### src/hw/rtl/pprm_ram.sv
// ----------------------------------------------------------------------------
// pprm_ram
// Generic single-write, single-read RAM with registered read data.
// ----------------------------------------------------------------------------
module pprm_ram #(
    parameter int WIDTH = 8,
    parameter int DEPTH = 16,
    parameter int AW    = (DEPTH > 1) ? $clog2(DEPTH) : 1
) (
    input  logic             clk,
    input  logic             we,
    input  logic [AW-1:0]    waddr,
    input  logic [WIDTH-1:0] wdata,
    input  logic             re,
    input  logic [AW-1:0]    raddr,
    output logic [WIDTH-1:0] rdata
);

    logic [WIDTH-1:0] mem [0:DEPTH-1];
    logic [WIDTH-1:0] rdata_reg;

    // write port
    always_ff @(posedge clk)
    begin
        if (we)
        begin
            mem[waddr] <= wdata;
        end
    end

    // registered read, held while re is low
    always_ff @(posedge clk)
    begin
        if (re)
        begin
            rdata_reg <= mem[raddr];
        end
    end

    assign rdata = rdata_reg;

endmodule

### config.mk
export PLATFORM = sky130hd
export DESIGN_NAME = pprm_ram
export DESIGN_NICKNAME = d
export VERILOG_FILES = /design/src/hw/rtl/pprm_ram.sv
export SDC_FILE = /design/constraint.sdc
export NUM_CORES = 1
export LEC_CHECK = 0
export ABC_AREA = 1
export BUFFER_PORTS_ARGS = -buffer_cell sky130_fd_sc_hd__buf_2
export CORE_MARGIN = 2
export CORE_UTILIZATION = 66
export CTS_BUF_LIST = sky130_fd_sc_hd__clkbuf_4 sky130_fd_sc_hd__clkbuf_8 sky130_fd_sc_hd__clkbuf_16
export CTS_CLUSTER_SIZE = 14
export DETAILED_ROUTE_END_ITERATION = 12
export GPL_ROUTABILITY_DRIVEN = 0
export HOLD_SLACK_MARGIN = 0.08
export PLACE_DENSITY = 0.85
export SLEW_MARGIN = 20
export SYNTH_ARGS = -nofsm -noshare
export SYNTH_HDL_FRONTEND = slang
export SYNTH_SLANG_ARGS = --single-unit
export TNS_END_PERCENT = 100
### constraint.sdc
create_clock -name clk -period 2.06 [get_ports clk]
set_clock_uncertainty 0.2 [all_clocks]
set_input_delay 0.412 -clock clk [delete_from_list [all_inputs] [get_ports clk]]
set_output_delay 0.412 -clock clk [all_outputs]
set_load 0.05 [all_outputs]
==> flow_summary.yaml <==
outcome:
  status: "finished, final reports clean"
min_path:
  hp-class: "input pin to flip-flop"
sta:
  slew_viol_final: 0
  layout_setup_ws_ps: 277
  max_slew_margin_pct: 59.2
  layout_min_cycle_time_ps: 1780
  setup_viol_count_final: 0
  clock.fmax_ghz: 0.561
  tightestPinTransition_ps: 611
  rsz0062_at_grt: "no"
  hold_violations: 0
  finalSetupTns_ps: 0
  post-route-period-util_pct: 86.5
yosys:
  syn_area_per_cell_um2: 10.6
  synth_seq_area_share_pct: 69.8
  ys_types: 11
  ys_ff_latch: 136
  async_flop_share_pct: 0
  synth.top_cell.area_share_pct: 69.8
  synthFlopType: "edfxtp_1"
  synth_cells: 551
  synthTopCellsByArea: "edfxtp_1 (70%), nand2_1 (11%), nand3_1 (8.3%), inv_1 (6.4%), buf_6 (1.2%)"
  yosysMostFrequentCell: "nand2_1"
  yosys_warnings: 0
  yosysTopAreaCell: "edfxtp_1"
  syn_area_um2: 5850
  syn-num-nets: 570
  synth_common_cells: "nand2_1 (173), edfxtp_1 (136), inv_1 (100), nand3_1 (97), nor2_1 (17)"
  synth-edff-count: 136
setup_path:
  crit_chain: "buf_2"
  critPathMaxStageDelay_ps: 370
  reg2reg_slack_ps: 600
  critical_path_buf_inv_count: 1
  worstSetupPathType: "flip-flop to output pin"
  endpoint_kind: "output pin"
  crit_slowest_cell: "edfxtp_1"
  cp_max_fo: 1
  critical_path.startpoint_type: "flip-flop"
  crit_family: "flip-flops"
  worstPathRequired_ps: 1450
  cp_data_arrival_time_ps: 1170
clocking:
  clk_latency_ps: 520
  holdBufCountCts: 1
  postCtsSetupRepairBufs: 0
  htree_levels: 4
  clk_path_buf_depth: 2
  clkTransAtPathRegs_ps: 60
  cts_buffers: 17
  cts_tree: "built"
  cts_resized: 0
  cts_sinks: 136
  root_buffer: "clkbuf_8"
placed_design:
  hpwl_mm: 7.95
  dp_cells: 683
  place_ws_ps: 236
  placement.io_buffers: 26
layout:
  seq_area_um2: 4080
  antenna_cells: 0
  drive_gt1_share_pct: 13.2
  largest_reg_flops: 128
  instances_no_fill: 714
  fillCellCount: 476
  multi_input_area_um2: 1210
  area_growth_pct: 15.6
  final_util_pct: 78.3
  finalNetCount: 614
die:
  start_util_pct: 67.7
  ios: 27
  die_w_um: 98.1
  rows: 34
  dieArea_um2: 9630
  chipHeight_um: 98.1
  core_area_um2: 8640
global_route:
  antenna_found_initial: 0
  grt_pass1_vias: 4055
  grt_overflow_total: 0
  track_usage_pct: 30.0
  grt_max_degree: 65
  grt_pass1_wl_mm: 21.5
route:
  drcViolationCount: 0
  dr_total_vias: 4207
  drt_iter0_drc: 736
  avgViaCountPerCell: 5.89
  wl_per_cell_um: 18.9
  ant_nets: 0
  routed_wl_mm: 13.5
  drtPass1Iterations: 6
pwr:
  p_total_uw: 6630
  vdd_drop_max_v: 0.000665
  power_density_nw_per_um2: 981
  p_leak_uw: 0.00295
job:
  drv_cap: 0
## power by group
part           internal [uW]  switching [uW]
clock                   1960            1100
sequential              3120            17.6
combinational            116             324
total                   5200            1440
## path summary, 6_finish.rpt
kind / from / cells after the start / end
min reg2reg: mem[11][1] / 6 / rdata[1]
max reg2reg: mem[13][3] / 6 / rdata[3]
min: wdata[5] / 1 / mem[15][5]
max: rdata[7] / 1 / rdata[7]
## final cells by class
class                           count  share of cell area (%)
Timing Repair Buffer               49                    5.07
Tap cell                          108                    2.00
Clock buffer                       18                    6.24
Multi-Input combinational cell    289                    18.0
Inverter                          102                    5.66
Clock inverter                     12                    2.65
Sequential cell                   136                    60.4
## layer usage
metal	GRT usage, %	part of all wire [%]
met1	41.5	37
met2	46.6	47
met3	7.30	12
met4	12.7	4.1
met5	0	0
## stage by stage
| stage | instance area, um^2 | hold WS [ps] |
|---|---|---|
| finish | 6760 | 99.6 |
| global route | 6760 | 96.9 |
| CTS | 6760 | 84.5 |
| detailed placement | 6150 | 551 |
| global placement | 6150 | 524 |
| floorplan | 5850 | 311 |
## cell families (layout without fill, tap and decap cells)
group                  Yosys count  count (layout)  share of synthesized area (%)
buffers and inverters          126             181                           9.39
DFF                            136             136                           69.8
and+or+nand+nor                289             289                           20.8
## layout by cell type (no fill, tap or decap), drive strengths merged
cell and instances:
dlygate4sd3 1, clkinvlp 3, nand3 97, nand2 173
buf 48, nor2 17, bufinv 4, clkbuf 18
edfxtp 136, clkinv 5, inv 102, nand3b 2
Note: power is estimated with default switching activity, not from simulation.
