### src/hw/rtl/pprm_pkg.sv
// ----------------------------------------------------------------------------
// pprm_pkg
// Shared types and constants for the per-pixel running mean block.
// ----------------------------------------------------------------------------
package pprm_pkg;

    // fixed field widths at the ports
    localparam int IDX_BITS   = 16;
    localparam int FRAME_BITS = 16;
    localparam int SMP_BITS   = 16;
    localparam int MEAN_BITS  = 24;
    localparam int NUM_CH     = 4;

    // divisor is frame_number + 1
    localparam int DIVS_BITS  = FRAME_BITS + 1;

    // item kinds
    localparam logic KIND_ADD  = 1'b0;
    localparam logic KIND_READ = 1'b1;

    // per-stage control word carried alongside the datapath
    typedef struct packed {
        logic                vld;
        logic                wr;
        logic                rd;
        logic                in_range;
        logic [IDX_BITS-1:0] idx;
    } stage_ctl_t;

endpackage

### src/hw/rtl/pprm_update.sv
// ----------------------------------------------------------------------------
// pprm_update
// Pipelined mean update for one channel: next = mean + (sample - mean) / div,
// quotient truncated toward zero, one quotient bit per stage.
// ----------------------------------------------------------------------------
module pprm_update
    import pprm_pkg::*;
#(
    parameter int W  = 24,
    parameter int FB = 8
) (
    input  logic                 clk,
    input  logic                 en,
    input  logic [W-FB-1:0]      sample,
    input  logic [W-1:0]         mean,
    input  logic                 first,
    input  logic [DIVS_BITS-1:0] divisor,
    output logic [W-1:0]         mean_new
);

    localparam int NQ = W;
    localparam int RW = DIVS_BITS + 1;

    logic [W:0]           scaled;
    logic [W:0]           mean_x;
    logic [W:0]           diff;
    logic [W-1:0]         mag;

    logic [NQ-1:0]        dvd_reg  [0:NQ];
    logic [RW-1:0]        rem_reg  [0:NQ];
    logic [NQ-1:0]        quo_reg  [0:NQ];
    logic [DIVS_BITS-1:0] dvs_reg  [0:NQ];
    logic [W-1:0]         mean_reg [0:NQ];
    logic                 neg_reg  [0:NQ];

    logic [W:0]           sq;
    logic [W:0]           sum;

    // difference and its magnitude; first frame sees a zero mean
    always_comb
    begin
        scaled = {1'b0, sample, {FB{1'b0}}};
        mean_x = first ? '0 : {1'b0, mean};
        diff   = scaled - mean_x;
        mag    = diff[W] ? W'(-diff) : diff[W-1:0];
    end

    // entry stage
    always_ff @(posedge clk)
    begin
        if (en)
        begin
            dvd_reg[0]  <= mag;
            rem_reg[0]  <= '0;
            quo_reg[0]  <= '0;
            dvs_reg[0]  <= divisor;
            mean_reg[0] <= mean_x[W-1:0];
            neg_reg[0]  <= diff[W];
        end
    end

    // restoring division stages
    for (genvar k = 0; k < NQ; k++)
    begin : g_div
        logic [RW-1:0] rem_sh;
        logic          ge;

        always_comb
        begin
            rem_sh = {rem_reg[k][RW-2:0], dvd_reg[k][NQ-1]};
            ge     = (rem_sh >= {1'b0, dvs_reg[k]});
        end

        always_ff @(posedge clk)
        begin
            if (en)
            begin
                rem_reg[k+1]  <= ge ? (rem_sh - {1'b0, dvs_reg[k]}) : rem_sh;
                dvd_reg[k+1]  <= dvd_reg[k] << 1;
                quo_reg[k+1]  <= {quo_reg[k][NQ-2:0], ge};
                dvs_reg[k+1]  <= dvs_reg[k];
                mean_reg[k+1] <= mean_reg[k];
                neg_reg[k+1]  <= neg_reg[k];
            end
        end
    end

    // apply signed quotient
    always_comb
    begin
        sq       = neg_reg[NQ] ? -{1'b0, quo_reg[NQ]} : {1'b0, quo_reg[NQ]};
        sum      = {1'b0, mean_reg[NQ]} + sq;
        mean_new = sum[W-1:0];
    end

endmodule

### config.mk
export PLATFORM = sky130hd
export DESIGN_NAME = pprm_update
export DESIGN_NICKNAME = d
export VERILOG_FILES = /design/src/hw/rtl/pprm_pkg.sv /design/src/hw/rtl/pprm_update.sv
export SDC_FILE = /design/constraint.sdc
export NUM_CORES = 2
export LEC_CHECK = 0
export BUFFER_PORTS_ARGS = -buffer_cell sky130_fd_sc_hd__buf_2
export CELL_PAD_IN_SITES_DETAIL_PLACEMENT = 0
export CELL_PAD_IN_SITES_GLOBAL_PLACEMENT = 1
export CORE_ASPECT_RATIO = 2
export CORE_MARGIN = 2
export CORE_UTILIZATION = 37
export CTS_CLUSTER_SIZE = 14
export DETAILED_ROUTE_END_ITERATION = 8
export PLACE_DENSITY_LB_ADDON = 0.1
export SLEW_MARGIN = 10
export SYNTH_ARGS = -nofsm -noshare
export SYNTH_HDL_FRONTEND = slang
export SYNTH_SLANG_ARGS = --single-unit
export TNS_END_PERCENT = 1
### constraint.sdc
create_clock -name clk -period 5.2 [get_ports clk]
set_clock_uncertainty 0.1 [all_clocks]
set_input_delay 0.26 -clock clk [delete_from_list [all_inputs] [get_ports clk]]
set_output_delay 0.26 -clock clk [all_outputs]
set_load 0.03 [all_outputs]
==> reports/qor.yml <==
drt:
  wirelength_um: 161000
  drtIter0Drc: 3182
  wl_met2_um: 78500
  vias_per_cell: 4.90
  vias: 45600
  avgRoutedWirePerCell_um: 17.3
  met1_length_um: 73000
  first_pass_iters: 5
  routed-wl-met3_um: 5810
  drc_errors: 0
  routed.top_layer: "met4"
  ant_nets: 0
place:
  hpwl_um: 111000
  dp_cells: 8909
  place.gp.congestion: 0.870
  pre_cts_ws_ns: 0.505
  port_buffers: 83
cells_and_area:
  layout-drive-gt1-share_pct: 12.7
  fin_cells: 9312
  fillers: 21100
  largest_register_ffs: 600
  syn_to_final_growth_pct: 13.3
  final_nets: 6664
worst_setup_path:
  cp-end-kind: "output port"
  worstReg2RegEnd: "rem_reg[2][16]"
  r2r_slack_ns: 1.07
  crit_arrival_ns: 4.74
  reg2reg_depth: 11
  crit_type: "register to output port"
  cp_max_fo: 4
  critPathRequiredTime_ns: 4.84
  r2r-start: "dvd_reg[0][47]"
  start_kind: "register"
synth:
  synthTopCellsByCount: "2000 x edfxtp_1, 532 x inv_1, 434 x ha_1"
  syn_area_per_cell_um2: 15.0
  syn_area_mm2: 0.0865
  ys_warn_count: 0
  async_reset_ff_share_pct: 0
  synth-seq-area-share_pct: 69.5
  yosys.cell_types.count: 83
  synth_nets: 6298
  synth_edf_count: 2000
  syn_inst: 5781
  synth_most_common_cell: "edfxtp_1"
  synth_top_area_share_pct: 69.5
  synthTopCellsByArea: "edfxtp_1 69%, ha_1 6.3%, mux2_2 3.5%, inv_1 2.3%, xnor2_1 2.3%"
  synth-seq-cells: 2000
  ys.flop_type: "edfxtp_1"
  yosysTopAreaCell: "edfxtp_1"
power:
  p_seq_share_pct: 43.3
  internal_power_mw: 36.4
  p_sw_mw: 15.8
  swShare_pct: 30.3
  leakage_nw: 36.6
  combPwrFrac_pct: 31.5
  vdd_ir_drop_max_v: 0.000264
  power_frac_clock_pct: 25.2
  power_density_mw_per_mm2: 533
floorplanning:
  die_x_um: 346
  boundaryPins: 84
  initial_core_util_pct: 37.1
  rows: 251
  fp.dieH_um: 688
  fp.dieArea_mm2: 0.238
  coreArea_mm2: 0.233
clocking:
  clk_latency_ns: 0.83
  clk_pin_slew_worst_paths_ns: 0.06
  cts_tree: "built"
  cts_root_buf: "clkbuf_16"
  cts_max_level: 4
  cts.sinks: 2000
  cts_buffer_depth: 4
  cts-buffers-inserted: 192
global_routing:
  grt_pass1_vias: 46300
  grt_pass1_wl_um: 258000
  grt_antenna_before_repair: 2
  grt_max_degree: 148
  grt_usage_pct: 13.5
  grt-ovfl-total: 0
sta:
  worst_slack_ns: 0.0950
  setup_viol: 0
  worstMarginPinSlew_ns: 1.20
  hold_violations: 0
  drv_slew: 0
  max_freq_mhz: 196
  period_needed_ns: 5.10
  period_share_pct: 98.2
  rsz0062_at_grt: "yes"
  slew_headroom_pct: 19.6
worst_hold_path:
  min_to: "dvd_reg[0][18]"
  min_path_type: "primary input to register"
  min_from: "sample[10]"
  hold_depth: 4
run_status:
  status: "finished clean"
flow_run:
  max_cap_violations: 0
-- critical path: stages (launching register included) --
cell,delay (ns)
edfxtp_1,0.41
or4_4,0.56
nor2_4,0.18
nand2b_4,0.07
or4_4,0.47
o31ai_2,0.22
xnor2_1,0.15
ha_1,0.26
and2_1,0.18
or4b_2,0.61
o211ai_1,0.19
buf_4,0.15
nor2b_1,0.17
xnor2_1,0.14
buf_4,0.18
-- metrics by stage --
stage                     utilization, %  power [mW]  TNS [ns]  hold slack (ns)  instance area [um2]
after floorplan                        -        34.9         0            0.259                86500
after global placement              39.2        39.1         0            0.300                91300
after detailed placement            39.2        39.3         0            0.305                91300
after CTS                           42.0        53.0         0          0.00311                97900
after global routing                42.0        55.6    -0.255            0.101                97900
final                               42.0        52.2         0           0.0813                97900
-- routing by layer --
metal / global-route usage, % / vias to the layer above
met5: 0 / -
met4: 4.08 / 0
met3: 1.85 / 258
met2: 22.9 / 706
met1: 17.9 / 22200
li1: - / 22500
-- cell usage in the layout, fill, tap and decap left out, types with 59 or more instances in the layout --
cell type / n
or2_2: 59
o21a_1: 81
a21oi_1: 281
nor3_1: 115
xnor2_1: 224
edfxtp_1: 2000
nand3_1: 71
inv_1: 532
xor2_1: 102
o21ai_0: 173
mux2_2: 272
a21o_1: 105
buf_2: 78
ha_1: 433
nand2_1: 197
nor2_1: 288
clkbuf_16: 193
nor2b_1: 98
dlygate4sd3_1: 74
-- power by group through the flow --
stage,clock network [mW],logic (mW),registers [mW]
after CTS,13.8,16.5,22.7
after floorplan,0,12.6,22.3
after global routing,14.3,18.4,22.9
final,13.2,16.5,22.6
after global placement,0,16.1,23.0
after detailed placement,0,16.3,23.0
-- final cells by class --
class	count	area (um2)	area share [%]
timing repair buffer	231	1990	2.03
clock inverter	89	736	0.751
sequential	2000	60100	61.3
antenna	2	5.00	0.00511
multi-input combinational	3188	24400	24.9
tap	3036	3800	3.88
inverter	534	2000	2.05
clock buffer	232	4980	5.08
-- cells by family (layout without fill, tap and decap cells) --
| family | after synthesis | after routing | synth area share (%) |
|---|---|---|---|
| multiplexers | 286 | 286 | 3.70 |
| AND/OR/NAND/NOR | 1107 | 1107 | 6.54 |
| buffers and inverters | 593 | 1086 | 2.59 |
| XOR/XNOR | 326 | 326 | 3.30 |
| flip-flops | 2000 | 2000 | 69.5 |
| AO/OA/AOI/OAI | 1012 | 1012 | 7.59 |
| other | 0 | 2 | 0 |
| adder cells (fa/ha/maj) | 457 | 457 | 6.81 |
-- repair_timing --
item,CTS,global route
resized for setup,13,12
endpoints found under the hold margin,136,0
hold buffers,74,0
pin swaps,5,3
buffers inserted,5,1
endpoints found under the setup margin,4,5
-- worst max path at each step --
stage               depth (start not counted)             from        endpoint
floorplan                                  16            first  dvd_reg[0][23]
global route                               17  quo_reg[1][192]    mean_new[23]
finish                                     14  quo_reg[1][200]    mean_new[20]
detailed placement                         14  quo_reg[1][192]    mean_new[20]
CTS                                        17  quo_reg[1][192]    mean_new[23]
global placement                           14  quo_reg[1][192]    mean_new[20]
Note: power is estimated with default switching activity, not from simulation.
